<file path="src/hw/rtl/kce_pkg.sv">
`timescale 1ns / 1ps
// ----------------------------------------------------------------------------
// kce_pkg: shared types and constants of the canonical k-mer extractor
// Holds field widths, base codes and the classified item passed from the
// front end to the back end through the item queue.
// ----------------------------------------------------------------------------
package kce_pkg;

  localparam int CHAR_W = 8;
  localparam int READ_W = 32;
  localparam int KMER_W = 62;
  localparam int K_W    = 5;
  localparam int SHIFT_W = 6;

  localparam logic [K_W-1:0] K_RESET = 5'd23;
  localparam logic [K_W-1:0] RUN_MAX = 5'd31;

  localparam logic [CHAR_W-1:0] CHAR_C = 8'h43;
  localparam logic [CHAR_W-1:0] CHAR_A = 8'h41;
  localparam logic [CHAR_W-1:0] CHAR_T = 8'h54;
  localparam logic [CHAR_W-1:0] CHAR_G = 8'h47;

  localparam logic [1:0] CODE_C = 2'd0;
  localparam logic [1:0] CODE_A = 2'd1;
  localparam logic [1:0] CODE_T = 2'd2;
  localparam logic [1:0] CODE_G = 2'd3;

  localparam int QUEUE_DEPTH = 2;
  localparam int QPTR_W = 1;
  localparam int QCNT_W = 2;

  typedef struct packed {
    logic [1:0]        code;
    logic              base_ok;
    logic              read_start;
    logic [READ_W-1:0] read_number;
  } base_item_t;

endpackage

</file>
<file path="src/hw/rtl/kce_front.sv">
`timescale 1ns / 1ps
// ----------------------------------------------------------------------------
// kce_front: input front end
// Accepts characters, maps each to its 2-bit base code and pushes the
// classified item into the item queue.
// ----------------------------------------------------------------------------
module kce_front (
  input  logic                      in_valid,
  output logic                      in_ready,
  input  logic [kce_pkg::CHAR_W-1:0] base_char,
  input  logic                      read_start,
  input  logic [kce_pkg::READ_W-1:0] read_number,
  input  logic                      queue_full,
  output logic                      push,
  output kce_pkg::base_item_t       push_item
);
  import kce_pkg::*;

  logic [1:0] code;
  logic       base_ok;

  always_comb begin
    base_ok = 1'b1;
    unique case (base_char)
      CHAR_C:  code = CODE_C;
      CHAR_A:  code = CODE_A;
      CHAR_T:  code = CODE_T;
      CHAR_G:  code = CODE_G;
      default: begin
        code    = CODE_C;
        base_ok = 1'b0;
      end
    endcase
  end

  assign in_ready = !queue_full;
  assign push     = in_valid && !queue_full;

  assign push_item.code        = code;
  assign push_item.base_ok     = base_ok;
  assign push_item.read_start  = read_start;
  assign push_item.read_number = read_number;

endmodule

</file>
<file path="src/hw/rtl/kce_queue.sv">
`timescale 1ns / 1ps
// ----------------------------------------------------------------------------
// kce_queue: item queue
// A short first-in first-out queue that decouples the front end from the
// back end so that each side can stall on its own.
// ----------------------------------------------------------------------------
module kce_queue (
  input  logic                clk,
  input  logic                rst,
  input  logic                push,
  input  kce_pkg::base_item_t push_item,
  output logic                full,
  input  logic                pop,
  output logic                not_empty,
  output kce_pkg::base_item_t head_item
);
  import kce_pkg::*;

  base_item_t        entries [QUEUE_DEPTH];
  logic [QPTR_W-1:0] wr_ptr;
  logic [QPTR_W-1:0] rd_ptr;
  logic [QCNT_W-1:0] count;
  logic              do_push;
  logic              do_pop;

  assign full      = (count == QCNT_W'(QUEUE_DEPTH));
  assign not_empty = (count != '0);
  assign do_push   = push && !full;
  assign do_pop    = pop && not_empty;
  assign head_item = entries[rd_ptr];

  always_ff @(posedge clk) begin
    if (do_push) begin
      entries[wr_ptr] <= push_item;
    end
  end

  always_ff @(posedge clk) begin
    if (rst) begin
      wr_ptr <= '0;
      rd_ptr <= '0;
      count  <= '0;
    end else begin
      if (do_push) begin
        wr_ptr <= wr_ptr + QPTR_W'(1);
      end
      if (do_pop) begin
        rd_ptr <= rd_ptr + QPTR_W'(1);
      end
      if (do_push && !do_pop) begin
        count <= count + QCNT_W'(1);
      end else if (do_pop && !do_push) begin
        count <= count - QCNT_W'(1);
      end
    end
  end

endmodule

</file>
<file path="src/hw/rtl/kce_back.sv">
`timescale 1ns / 1ps
// ----------------------------------------------------------------------------
// kce_back: rolling window back end
// Shifts each base into the forward and reverse-complement windows, counts
// the run of valid bases and registers the canonical k-mer for output.
// ----------------------------------------------------------------------------
module kce_back (
  input  logic                       clk,
  input  logic                       rst,
  input  logic                       item_valid,
  input  kce_pkg::base_item_t        item,
  output logic                       pop,
  input  logic                       cfg_valid,
  input  logic [kce_pkg::K_W-1:0]    cfg_k,
  output logic                       out_valid,
  input  logic                       out_ready,
  output logic [kce_pkg::KMER_W-1:0] canonical_kmer,
  output logic [kce_pkg::READ_W-1:0] kmer_read
);
  import kce_pkg::*;

  logic [K_W-1:0]     k_reg;
  logic [KMER_W-1:0]  fwd;
  logic [KMER_W-1:0]  rev;
  logic [K_W-1:0]     run;

  logic [K_W-1:0]     k_eff;
  logic [SHIFT_W-1:0] top_shift;
  logic [KMER_W-1:0]  mask;
  logic [KMER_W-1:0]  fwd_base;
  logic [KMER_W-1:0]  rev_base;
  logic [K_W-1:0]     run_base;
  logic [KMER_W-1:0]  fwd_next;
  logic [KMER_W-1:0]  rev_next;
  logic [K_W-1:0]     run_next;
  logic               emit;
  logic [KMER_W-1:0]  kmer_next;

  assign pop = item_valid && !cfg_valid && (!out_valid || out_ready);

  always_comb begin
    k_eff     = (k_reg == '0) ? K_W'(1) : k_reg;
    top_shift = {k_eff, 1'b0} - SHIFT_W'(2);
    mask      = ~({KMER_W{1'b1}} << {k_eff, 1'b0});
    fwd_base  = item.read_start ? '0 : fwd;
    rev_base  = item.read_start ? '0 : rev;
    run_base  = item.read_start ? '0 : run;
    fwd_next  = ((fwd_base << 2) | KMER_W'(item.code)) & mask;
    rev_next  = ((rev_base >> 2) | (KMER_W'(item.code ^ 2'b11) << top_shift)) & mask;
    run_next  = (run_base == RUN_MAX) ? RUN_MAX : run_base + K_W'(1);
    emit      = item.base_ok && (run_next >= k_eff);
    kmer_next = (fwd_next >= rev_next) ? fwd_next : rev_next;
  end

  always_ff @(posedge clk) begin
    if (rst) begin
      k_reg     <= K_RESET;
      fwd       <= '0;
      rev       <= '0;
      run       <= '0;
      out_valid <= 1'b0;
    end else begin
      if (pop) begin
        out_valid <= emit;
      end else if (out_ready) begin
        out_valid <= 1'b0;
      end
      if (cfg_valid) begin
        k_reg <= cfg_k;
        fwd   <= '0;
        rev   <= '0;
        run   <= '0;
      end else if (pop) begin
        if (item.base_ok) begin
          fwd <= fwd_next;
          rev <= rev_next;
          run <= run_next;
        end else begin
          fwd <= fwd_base;
          rev <= rev_base;
          run <= '0;
        end
      end
    end
  end

  always_ff @(posedge clk) begin
    if (pop && emit) begin
      canonical_kmer <= kmer_next;
      kmer_read      <= item.read_number;
    end
  end

endmodule

</file>
<file path="src/hw/rtl/canonical_kmer_extractor_core.sv">
`timescale 1ns / 1ps
// ----------------------------------------------------------------------------
// canonical_kmer_extractor_core: canonical k-mer extraction from DNA reads
// Input channel (in_valid/in_ready) takes one character per transaction with
// its start-of-read flag and read number. Output channel (out_valid/out_ready)
// delivers one canonical k-mer and its read number per transaction, once k
// consecutive valid bases A, C, G, T have been seen in the current read.
// Configuration channel (cfg_valid/cfg_ready) writes k; it is always ready and
// clears the windows; the user must use it only while idle (not enforced).
// An input character passes through the item queue and then the output
// register before its k-mer is offered; each adds one stage.
// Throughput is one character per cycle while the receiver does not stall and no
// cfg write is pending, set by the combinational window shift and compare.
// Reset sets k to 23, clears the windows and run count and empties the queue.
// When the receiver stalls, the output register holds its result, the back
// end stops, and the two-entry queue fills before in_ready drops.
// ----------------------------------------------------------------------------
module canonical_kmer_extractor_core (
  input  logic                       clk,
  input  logic                       rst,
  input  logic                       in_valid,
  output logic                       in_ready,
  input  logic [kce_pkg::CHAR_W-1:0] base_char,
  input  logic                       read_start,
  input  logic [kce_pkg::READ_W-1:0] read_number,
  input  logic                       cfg_valid,
  output logic                       cfg_ready,
  input  logic [kce_pkg::K_W-1:0]    kmer_length,
  output logic                       out_valid,
  input  logic                       out_ready,
  output logic [kce_pkg::KMER_W-1:0] canonical_kmer,
  output logic [kce_pkg::READ_W-1:0] kmer_read
);
  import kce_pkg::*;

  logic       push;
  base_item_t push_item;
  logic       queue_full;
  logic       pop;
  logic       not_empty;
  base_item_t head_item;

  assign cfg_ready = 1'b1;

  kce_front u_front (
    .in_valid    (in_valid),
    .in_ready    (in_ready),
    .base_char   (base_char),
    .read_start  (read_start),
    .read_number (read_number),
    .queue_full  (queue_full),
    .push        (push),
    .push_item   (push_item)
  );

  kce_queue u_queue (
    .clk       (clk),
    .rst       (rst),
    .push      (push),
    .push_item (push_item),
    .full      (queue_full),
    .pop       (pop),
    .not_empty (not_empty),
    .head_item (head_item)
  );

  kce_back u_back (
    .clk            (clk),
    .rst            (rst),
    .item_valid     (not_empty),
    .item           (head_item),
    .pop            (pop),
    .cfg_valid      (cfg_valid),
    .cfg_k          (kmer_length),
    .out_valid      (out_valid),
    .out_ready      (out_ready),
    .canonical_kmer (canonical_kmer),
    .kmer_read      (kmer_read)
  );

endmodule
</file>
<file path="config.mk">
export PLATFORM = sky130hd
export DESIGN_NAME = canonical_kmer_extractor_core
export DESIGN_NICKNAME = d
export VERILOG_FILES = /design/src/hw/rtl/kce_pkg.sv /design/src/hw/rtl/kce_front.sv /design/src/hw/rtl/kce_queue.sv /design/src/hw/rtl/kce_back.sv /design/src/hw/rtl/canonical_kmer_extractor_core.sv
export SDC_FILE = /design/constraint.sdc
export NUM_CORES = 1
export LEC_CHECK = 0
export ABC_AREA = 1
export BUFFER_PORTS_ARGS = -buffer_cell sky130_fd_sc_hd__buf_2
export CAP_MARGIN = 20
export CORE_ASPECT_RATIO = 1.4
export CORE_UTILIZATION = 55
export DETAILED_ROUTE_END_ITERATION = 12
export GPL_TIMING_DRIVEN = 0
export PLACE_DENSITY_LB_ADDON = 0.12
export SLEW_MARGIN = 20
export SYNTH_ARGS = -nofsm -noshare
export SYNTH_HDL_FRONTEND = slang
export SYNTH_SLANG_ARGS = --single-unit
</file>
<file path="constraint.sdc">
create_clock -name clk -period 7.6 [get_ports clk]
set_input_delay 0.76 -clock clk [delete_from_list [all_inputs] [get_ports clk]]
set_output_delay 0.76 -clock clk [all_outputs]
set_load 0.01 [all_outputs]
</file>
==> results.sh, run 1 <==
export IMPL_status="finished clean"
export IMPL_max_flop_register="u_queue.entries"
export IMPL_synth_edf_count=166
export IMPL_yosysWarnings=0
export IMPL_cts_sinks=302
export IMPL_n_antenna_cell=0
export IMPL_grtUsageMet2_pct=56.2
export IMPL_critPathRequiredTime_ns=7.93
export IMPL_dieHeight_um=206
export IMPL_setup_viol=0
export IMPL_avgViaCountPerCell=5.80
export IMPL_ctsResizeCount=0
export IMPL_hpwl_um=36500
export IMPL_dominantRegCellSynth="edfxtp_1"
export IMPL_peakVddDrop_v=0.000224
export IMPL_syn_inst=2073
export IMPL_fill_cells=2593
export IMPL_synthArstFlopShare_pct=0
export IMPL_htreeDepth=1
export IMPL_rsz0062_at_grt="false"
export IMPL_hold_depth=1
export IMPL_drv_cap=0
export IMPL_io_buffers=145
export IMPL_synth_seq_cells=302
export IMPL_wl_um=50700
export IMPL_hold_viol=0
export IMPL_seq_area_frac_synth_pct=47.2
export IMPL_root_buffer="clkbuf_16"
export IMPL_clk_pin_slew_worst_paths_ns=0.06
export IMPL_p_per_area_mw_per_mm2=305
export IMPL_tns_ns=0
export IMPL_drtAntennaViolNets=0
export IMPL_cts_hold_buf=0
export IMPL_layout_min_cycle_time_ns=5.90
export IMPL_synth_area_mm2=0.0163
export IMPL_grt_use_met3_pct=6.23
export IMPL_timing_fmax_ghz=0.170
export IMPL_hold_ws_ns=0.352
export IMPL_die_area_mm2=0.0304
export IMPL_r2r_cells=23
export IMPL_cts_buffers=31
export IMPL_cts_tree="done"
export IMPL_hp_class="in2reg"
export IMPL_final_period_utilization_pct=77.6
export IMPL_skew_ns=0.0202
export IMPL_multi_input_area_mm2=0.00759
export IMPL_num_nets_final=2378
export IMPL_place_congestion=1.01
export IMPL_num_vias=15400
export IMPL_avgSynthCellArea_um2=7.87
export IMPL_worst_setup_path_start_kind="flip-flop"
export IMPL_maxSlewHeadroom_pct=33.9
export IMPL_die_w_um=148
export IMPL_core_area_mm2=0.0292
export IMPL_seq_area_mm2=0.00771
export IMPL_grt_overflow_total=0
export IMPL_ios=148
export IMPL_worstMarginPinSlew_ns=0.991
export IMPL_grtUsageMet1_pct=37.9
export IMPL_grt_pass1_vias=14600
export IMPL_num_rows=74
export IMPL_clock_path_buffers=3
export IMPL_top_regs="u_queue.entries: 72 flops, u_back.canonical_kmer: 62 flops"
export IMPL_finalMaxSlewViolations=0
export IMPL_wl_per_cell_um=19.1
export IMPL_power_leakage_uw=0.00794
export IMPL_dr_pass1_iters=5
export IMPL_grt_pass1_wl_um=77300
export IMPL_yosys_cell_types_count=41
export IMPL_largest_reg_flops=72
export IMPL_path_class="reg2reg"
export IMPL_clock_latency_ns=0.60
export IMPL_drive_gt1_share_pct=12.9
export IMPL_cts_setup_buffers=0
export IMPL_grt_max_degree=53
export IMPL_drt_iter0_markers=1349
export IMPL_grt_busiest_layer="met2"
export IMPL_endpoint_kind="flip-flop"
export IMPL_drcViolationCount=0
export IMPL_arrival_ns=6.23
export IMPL_area_growth_pct=14.4
export IMPL_postSynthNetCount=2197
export IMPL_path_max_fanout=10
export IMPL_antenna_found_initial=1
export IMPL_grt_total_usage_pct=33.2
export IMPL_start_util_pct=56.0
kinds of logic after synthesis:
family	after synthesis	share of synthesized area, %
compound gates	334	10.9
xor+xnor	1	0.0537
fa+ha+maj	73	5.60
flops	302	47.2
other cells	1	0.0230
simple gates	1135	29.8
buf+inv	227	6.39
metal layers:
metal,vias up,share of wire (%)
met5,-,0.026
met4,2,7.1
met3,185,7.6
met2,659,48
met1,7213,38
li1,7357,-
cells in the mapped netlist (4+ instances only):
cell	count	area, um2
dfxtp_1	136	2720
nand4_1	40	250
nand3_1	107	536
ha_1	73	913
buf_6	13	146
buf_2	34	170
nor2_4	5	56.3
o21ai_0	94	470
nor2_1	114	428
clkbuf_1	75	282
inv_1	86	323
nand3b_1	56	420
edfxtp_1	166	4980
nor2_2	9	56.3
a31oi_1	62	388
nand2_2	4	25.0
nand2_1	779	2920
buf_4	13	97.6
a21oi_1	169	846
nor3_1	7	35.0
cells in the final DEF, fill, tap and decap left out, types with 9 or more instances in the layout:
master / n
nand2_1: 779
inv_1: 85
buf_4: 13
ha_1: 73
buf_6: 13
edfxtp_1: 166
nand3_1: 107
buf_2: 179
a21oi_1: 169
nor2_2: 9
nand3b_1: 56
o21ai_0: 94
clkbuf_1: 82
nor2_1: 112
nand4_1: 40
a31oi_1: 62
clkbuf_16: 32
dfxtp_1: 136
final timing paths:
check / startpoint / end / slack (ns)
min: read_number[23] / u_queue.entries[0][23]$_DFFE_PP_ / 0.35
min reg2reg: u_back.rev[11]$_SDFFE_PP0P_ / u_back.rev[11]$_SDFFE_PP0P_ / 0.47
max: u_back.k_reg[4]$_SDFFE_PP1P_ / u_back.canonical_kmer[60]$_DFFE_PP_ / 1.70
max reg2reg: u_back.k_reg[4]$_SDFFE_PP1P_ / u_back.canonical_kmer[60]$_DFFE_PP_ / 1.70
final cells by class:
class	instances	share of cell area [%]
inverters	92	1.89
clock buffers	39	4.43
well taps	380	2.55
plain buffers	135	3.73
multi-input cells	1544	40.7
clock inverters	18	1.11
repair buffers	148	4.33
flip-flops and latches	302	41.3
through the flow:
step           cell area [um2]  std cells  power [uW]  setup slack (ns)  utilization (%)
3_5_place_dp             17600       2601        4070              1.95             60.4
2_1_floorplan            16300       2073        3320              3.02                -
5_1_grt                  18700       2658        5920              1.57             64.0
4_1_cts                  18700       2658        5640              1.94             64.0
3_3_place_gp             17500       2598        4010              1.67             60.1
6_report                 18700       2658        5690              1.70             64.0
worst max-delay path: stages, from the launching register on:
cell and delay [ns]:
dfxtp_1 0.43, nor2_4 0.32, nand2_4 0.13, nand2_4 0.13, inv_1 0.06, ha_1 0.24
ha_1 0.39, clkinv_1 0.34, nor2_2 0.48, nand3_1 0.19, a21oi_1 0.30, inv_1 0.08
ha_1 0.29, nand2_1 0.08, nor3_1 0.05, nand2_1 0.22, nor2_1 0.07, nand2_1 0.07
nand3_1 0.08, nor2_2 0.64, nand2_2 0.58, buf_6 0.31, nand2_1 0.06, nand2_1 0.09
power breakdown:
part | leakage, uW | internal [uW] | switching (uW)
Clock | 0.000502 | 907 | 674
Combinational | 0.00475 | 538 | 1630
Sequential | 0.00269 | 1880 | 58.7
Total | 0.00794 | 3330 | 2360
Power figures use the tool's default switching activity.
==> inputs of run 2 (changes only) <==
==> constraint.sdc (replaced) <==
create_clock -name clk -period 5.7 [get_ports clk]
set_input_delay 0.57 -clock clk [delete_from_list [all_inputs] [get_ports clk]]
set_output_delay 0.57 -clock clk [all_outputs]
set_load 0.01 [all_outputs]
==> run 2 against run 1 <==
Hold slack worse by 0.19 ns. Largest power group unchanged. Clock-buffer cell count unchanged. Critical endpoint unchanged. Die area unchanged. Core utilization up 0.056 points. Largest cell class unchanged.
==> results.sh, run 2 (synthesis results as in run 1) <==
export IMPL_r2r_start="u_back.k_reg[4]$_SDFFE_PP1P_"
export IMPL_cts_tree="done"
export IMPL_power_leakage_uw=0.00794
export IMPL_multi_input_area_mm2=0.00760
export IMPL_cts_sinks=302
export IMPL_cp_slowest_stage_delay_ns=0.53
export IMPL_drv_cap=0
export IMPL_rsz0062_at_grt="false"
export IMPL_worstPathCellList="nor2_4 > nand2_4 > nand2_4 > inv_1 > ha_1 > ha_1 > clkinv_1 > nor2_2 > nand3_1 > nand2_1 > nand2_1 > ha_1 > nand2_1 > nor2_1 > nand2_1 > nor2_1 > nand2_1 > nand2_1 > nand2_2 > nand2_2 > buf_6 > nand2_1 > nand2_1"
export IMPL_cts_hold_buf=0
export IMPL_avgViaCountPerCell=5.82
export IMPL_stdcell_count=2659
export IMPL_final_period_utilization_pct=97.0
export IMPL_endpoint_kind="flip-flop"
export IMPL_largest_reg_flops=72
export IMPL_path_max_fanout=10
export IMPL_top_regs="u_queue.entries: 72 flops, u_back.canonical_kmer: 62 flops"
export IMPL_mostFrequentLayoutCells="778 x nand2_1, 179 x buf_2, 169 x a21oi_1"
export IMPL_io_buffers=145
export IMPL_worst_setup_path_start_kind="flip-flop"
export IMPL_drtAntennaViolNets=0
export IMPL_root_buffer="clkbuf_16"
export IMPL_status="finished clean"
export IMPL_area_growth_pct=14.5
export IMPL_r2r_end="u_back.canonical_kmer[60]$_DFFE_PP_"
export IMPL_drt_iter0_markers=1439
export IMPL_clock_path_buffers=3
export IMPL_arrival_ns=5.97
export IMPL_antenna_found_initial=1
export IMPL_grtUsageMet2_pct=56.2
export IMPL_htreeDepth=1
export IMPL_finalMaxSlewViolations=0
export IMPL_num_rows=74
export IMPL_num_nets_final=2378
export IMPL_drive_gt1_share_pct=13.0
export IMPL_path_common_cell="nand2_1"
export IMPL_core_area_mm2=0.0292
export IMPL_p_per_area_mw_per_mm2=406
export IMPL_grt_max_degree=53
export IMPL_setup_viol=0
export IMPL_grtUsageMet1_pct=37.9
export IMPL_dieHeight_um=206
export IMPL_final_common_cell="nand2_1"
export IMPL_hold_viol=0
export IMPL_start_util_pct=56.0
export IMPL_maxSlewHeadroom_pct=33.5
export IMPL_max_flop_register="u_queue.entries"
export IMPL_skew_ns=0.0193
export IMPL_place_congestion=1.01
export IMPL_hold_ws_ns=0.164
export IMPL_rrSetupSlack_ns=0.17
export IMPL_grt_overflow_total=0
export IMPL_peakVddDrop_v=0.000298
export IMPL_num_vias=15500
export IMPL_grt_pass1_wl_um=77300
export IMPL_die_area_mm2=0.0304
export IMPL_critPathRequiredTime_ns=6.14
export IMPL_hpwl_um=36500
export IMPL_grt_pass1_vias=14600
export IMPL_fill_cells=2592
export IMPL_cts_buffers=31
export IMPL_ios=148
export IMPL_path_class="reg2reg"
export IMPL_wl_um=50600
export IMPL_dr_pass1_iters=6
export IMPL_grt_total_usage_pct=33.2
export IMPL_cts_setup_buffers=0
export IMPL_clk_pin_slew_worst_paths_ns=0.06
export IMPL_cp_endpoint="u_back.canonical_kmer[60]$_DFFE_PP_"
export IMPL_wl_per_cell_um=19.0
export IMPL_clock_latency_ns=0.60
export IMPL_r2r_cells=23
export IMPL_crit_start="u_back.k_reg[4]$_SDFFE_PP1P_"
export IMPL_worstMarginPinSlew_ns=0.998
export IMPL_hp_class="in2reg"
export IMPL_tns_ns=0
export IMPL_place_inst=2601
export IMPL_layout_min_cycle_time_ns=5.53
export IMPL_crit_slowest_cell="nand2_2"
export IMPL_drcViolationCount=0
export IMPL_seq_area_mm2=0.00771
export IMPL_die_w_um=148
export IMPL_grt_busiest_layer="met2"
export IMPL_grt_use_met3_pct=6.23
export IMPL_ctsResizeCount=0
export IMPL_timing_fmax_ghz=0.181
## run 2: worst min-delay path by stage
stage                     depth (start not counted)                        start  slack, ns                          endpoint
final                                             1              read_number[23]       0.16  u_queue.entries[0][23]$_DFFE_PP_
after global routing                              1              read_number[23]       0.15  u_queue.entries[0][23]$_DFFE_PP_
after CTS                                         1              read_number[23]       0.14  u_queue.entries[1][23]$_DFFE_PP_
after detailed placement                          2  u_back.rev[47]$_SDFFE_PP0P_       0.46       u_back.rev[47]$_SDFFE_PP0P_
after global placement                            2  u_back.rev[49]$_SDFFE_PP0P_       0.45       u_back.rev[49]$_SDFFE_PP0P_
after floorplan                                   2   u_back.run[0]$_SDFFE_PP0P_       0.45        u_back.run[0]$_SDFFE_PP0P_
## run 2: critical path, delay by kind of cell, from the launching register on
family                     cells  cell delay, ns
buffers and inverters          3            0.63
DFF                            1            0.43
and+or+nand+nor               17            3.34
adders and majority gates      3            0.95
## run 2: area by class of cell
| cell class | count | area share (%) |
|---|---|---|
| multi-input combinational | 1544 | 40.7 |
| inverter | 92 | 1.89 |
| clock buffer | 39 | 4.43 |
| sequential | 302 | 41.3 |
| buffer | 135 | 3.73 |
| clock inverter | 18 | 1.11 |
| tap | 380 | 2.55 |
| timing repair buffer | 148 | 4.33 |
| antenna | 1 | 0.0134 |
## run 2: where the power goes
group / total (uW) / internal, uW / switching [uW]
Combinational: 2890 / 721 / 2170
Sequential: 2590 / 2510 / 77.9
Clock: 2110 / 1210 / 895
## run 2: through the flow
| step | area [um2] | power, uW | setup slack (ns) | util (%) |
|---|---|---|---|---|
| detailed placement | 17600 | 5420 | 0.0491 | 60.4 |
| global route | 18700 | 7910 | 0.00936 | 64.0 |
| floorplan | 16300 | 4420 | 1.12 | - |
| CTS | 18700 | 7510 | 0.0357 | 64.0 |
| finish | 18700 | 7590 | 0.172 | 64.0 |
| global placement | 17500 | 5340 | -0.176 | 60.1 |
## run 2: per-layer routing
metal  up-vias  wire length (um)
met1      7234             19000
li1       7347                 -
met2       695             24000
met4         0              3590
met3       190              3990
met5         -                 0
==> inputs of run 3 (changes only) <==
--- a/config.mk
+++ b/config.mk
@@ -16,4 +16,5 @@
 export SLEW_MARGIN = 20
 export SYNTH_ARGS = -nofsm -noshare
 export SYNTH_HDL_FRONTEND = slang
+export SYNTH_HIERARCHICAL = 1
 export SYNTH_SLANG_ARGS = --single-unit
==> run 3 against run 2 <==
Maximum frequency is 0.71% lower. Combinational power is 3% higher. Non-clock buffer count is 3 lower. Via count grew 2.2%. Critical path depth increased by 2. Clock power is 2% higher. Die area grew 3.6%. Critical path type unchanged. Largest cell class is now multi-input combinational cells. Highest routed layer unchanged.
==> results.sh, run 3 <==
export IMPL_final_common_cell="nand2_1"
export IMPL_synth_top_area_share_pct=29.5
export IMPL_grt_max_degree=60
export IMPL_grt_pass1_vias=15200
export IMPL_clock_latency_ns=0.59
export IMPL_place_congestion=0.991
export IMPL_grt_total_usage_pct=33.7
export IMPL_place_ws_ns=-0.372
export IMPL_wl_um=52000
export IMPL_num_nets_final=2435
export IMPL_synth_area_leaders="edfxtp_1 29%, nand2_1 16%, dfxtp_1 16%"
export IMPL_rsz0062_at_grt="false"
export IMPL_syn_inst=2166
export IMPL_drt_iter0_markers=1300
export IMPL_mostFrequentLayoutCells="740 x nand2_1, 250 x a21oi_1, 166 x edfxtp_1"
export IMPL_maxSlewHeadroom_pct=30.5
export IMPL_seqPwrFrac_pct=33.7
export IMPL_rrSetupSlack_ns=0.13
export IMPL_dieHeight_um=209
export IMPL_max_flop_register="u_queue/entries"
export IMPL_cts_buffers=31
export IMPL_cp_endpoint="u_back/canonical_kmer[2]$_DFFE_PP_"
export IMPL_drive_gt1_share_pct=12.6
export IMPL_wl_per_cell_um=19.1
export IMPL_die_area_mm2=0.0315
export IMPL_timing_fmax_ghz=0.180
export IMPL_hp_class="in2reg"
export IMPL_die_w_um=150
export IMPL_yosys_area_top_type="edfxtp_1"
export IMPL_setup_viol=0
export IMPL_stdcell_count=2723
export IMPL_n_antenna_cell=0
export IMPL_grt_overflow_total=0
export IMPL_place_inst=2666
export IMPL_p_sw_uw=3210
export IMPL_sw_frac_of_total_pct=41.3
export IMPL_dominantRegCellSynth="edfxtp_1"
export IMPL_r2r_start="u_back/k_reg[4]$_SDFFE_PP1P_"
export IMPL_path_class="reg2reg"
export IMPL_worst_setup_path_start_kind="flip-flop"
export IMPL_num_rows=75
export IMPL_yosys_cell_types_count=37
export IMPL_start_util_pct=56.1
export IMPL_core_area_mm2=0.0301
export IMPL_synthArstFlopShare_pct=0
export IMPL_endpoint_kind="flip-flop"
export IMPL_skew_ns=0.0216
export IMPL_fill_cells=2661
export IMPL_setup_ws_ns=0.132
export IMPL_power_leakage_uw=0.00841
export IMPL_avgViaCountPerCell=5.81
export IMPL_ios=148
export IMPL_drtAntennaViolNets=0
export IMPL_seq_area_frac_synth_pct=45.6
export IMPL_hold_viol=0
export IMPL_htreeDepth=1
export IMPL_cts_tree="done"
export IMPL_clk_pin_slew_worst_paths_ns=0.06
export IMPL_finalMaxSlewViolations=0
export IMPL_critPathRequiredTime_ns=6.02
export IMPL_peakVddDrop_v=0.000398
export IMPL_power_internal_uw=4560
export IMPL_layout_min_cycle_time_ns=5.57
export IMPL_root_buffer="clkbuf_16"
export IMPL_synth_area_mm2=0.0169
export IMPL_dr_pass1_iters=5
export IMPL_status="finished clean"
export IMPL_num_vias=15800
export IMPL_avgSynthCellArea_um2=7.81
export IMPL_worstMarginPinSlew_ns=1.04
export IMPL_p_per_area_mw_per_mm2=406
export IMPL_total_power_uw=7770
export IMPL_r2r_end="u_back/canonical_kmer[2]$_DFFE_PP_"
export IMPL_postSynthNetCount=2288
export IMPL_path_max_fanout=10
export IMPL_p_comb_share_pct=38.5
export IMPL_hpwl_um=38600
export IMPL_r2r_cells=25
export IMPL_top_regs="u_queue/entries: 72 flops, u_back/canonical_kmer: 62 flops"
export IMPL_area_growth_pct=13.2
export IMPL_final_period_utilization_pct=97.7
export IMPL_synth_most_common_cell="nand2_1"
export IMPL_io_buffers=112
export IMPL_largest_reg_flops=72
export IMPL_cts_hold_buf=0
export IMPL_drv_cap=0
export IMPL_synthTopCellsByCount="741 x nand2_1, 250 x a21oi_1, 166 x edfxtp_1"
export IMPL_synth_edf_count=166
export IMPL_arrival_ns=5.89
export IMPL_grt_pass1_wl_um=81100
export IMPL_cts_sinks=302
export IMPL_yosysWarnings=6
export IMPL_pwr_share_clk_pct=27.8
export IMPL_final_core_util_pct=63.6
export IMPL_antenna_found_initial=0
export IMPL_clock_path_buffers=3
export IMPL_synth_seq_cells=302
export IMPL_drcViolationCount=0
export IMPL_crit_start="u_back/k_reg[4]$_SDFFE_PP1P_"
-- run 3: cell types whose count changed after synthesis, moves of 30 or more --
cell / before / now
a21oi_1: 169 / 250
nand2_1: 779 / 741
nand4_1: 40 / 71
inv_1: 86 / 138
nand3b_1: 56 / 0
mux2_4: 0 / 30
-- run 3: stage by stage --
stage          TNS, ns  hold slack [ns]  cell area [um2]
2_1_floorplan        0            0.445            16900
3_3_place_gp    -41.87            0.452            18000
3_5_place_dp    -16.65            0.455            18000
4_1_cts              0            0.144            19100
5_1_grt              0            0.144            19100
6_report             0            0.167            19100
-- run 3: power by group through the flow --
stage          Combinational, uW  Clock [uW]  Sequential [uW]
2_1_floorplan               1860           0             2650
3_3_place_gp                2820           0             2660
3_5_place_dp                2890           0             2660
4_1_cts                     2900        2190             2620
5_1_grt                     3190        2280             2640
6_report                    2990        2160             2620
-- run 3: worst max-delay path, cell delays in order, from the launching register on --
cell and delay (ns):
dfxtp_1 0.41, nor2_4 0.32, nand2_2 0.19, nand2_2 0.18, inv_1 0.06, ha_1 0.25, ha_1 0.29, inv_1 0.13
nor2_1 0.50, nand3_1 0.17, nand2_1 0.10, nand2_1 0.11, ha_1 0.35, nand2_1 0.13, inv_1 0.05, nand2_1 0.06
nand2_1 0.06, nand2_1 0.06, nand2_1 0.04, nand2_1 0.07, nand2_1 0.09, a21oi_2 0.60, nand3_2 0.50, buf_2 0.37
nand2_1 0.10, nand2_1 0.08
-- run 3: cells by family after synthesis --
kind of cell / count (synthesis) / share of synthesized area, %
AO/OA/AOI/OAI: 396 / 12.3
XOR/XNOR: 3 / 0.155
adder cells (fa/ha/maj): 71 / 5.25
buffers and inverters: 309 / 8.28
flip-flops: 302 / 45.6
multiplexers: 36 / 3.06
other: 1 / 0.0222
AND/OR/NAND/NOR: 1048 / 25.4
-- run 3: worst min path at each step --
| stage | startpoint | endpoint | slack [ns] | depth (start not counted) |
|---|---|---|---|---|
| after floorplan | u_back/rev[10]$_SDFFE_PP0P_ | u_back/rev[10]$_SDFFE_PP0P_ | 0.45 | 2 |
| after global placement | u_back/rev[48]$_SDFFE_PP0P_ | u_back/rev[48]$_SDFFE_PP0P_ | 0.45 | 2 |
| after detailed placement | u_back/rev[47]$_SDFFE_PP0P_ | u_back/rev[47]$_SDFFE_PP0P_ | 0.46 | 2 |
| after CTS | read_number[12] | u_queue/entries[1][12]$_DFFE_PP_ | 0.14 | 1 |
| after global routing | read_number[6] | u_queue/entries[0][6]$_DFFE_PP_ | 0.14 | 1 |
| final | read_number[10] | u_queue/entries[1][10]$_DFFE_PP_ | 0.17 | 1 |
-- run 3: layout make-up --
type / count / area [um2] / share of cell area, %
Tap cell: 385 / 482 / 2.52
Sequential cell: 302 / 7710 / 40.3
Timing Repair Buffer: 115 / 628 / 3.28
Clock inverter: 20 / 253 / 1.32
Multi-Input combinational cell: 1555 / 7840 / 40.9
Clock buffer: 38 / 833 / 4.35
Buffer: 165 / 867 / 4.53
Inverter: 143 / 539 / 2.82
-- run 3: per-layer routing --
layer / wire length (um) / GRT usage, % / vias to the layer above
met5: 0 / 0 / -
met4: 3490 / 21.5 / 0
met3: 4120 / 5.78 / 188
met2: 24900 / 56.9 / 749
met1: 19500 / 39.1 / 7324
li1: - / - / 7549
-- run 3: timing repair --
action,CTS,global route
setup buffers,0,0
resized for setup,3,10
pin swaps,0,0
gates cloned,0,0
endpoints found under the hold margin,0,0
setup endpoints to repair,62,61
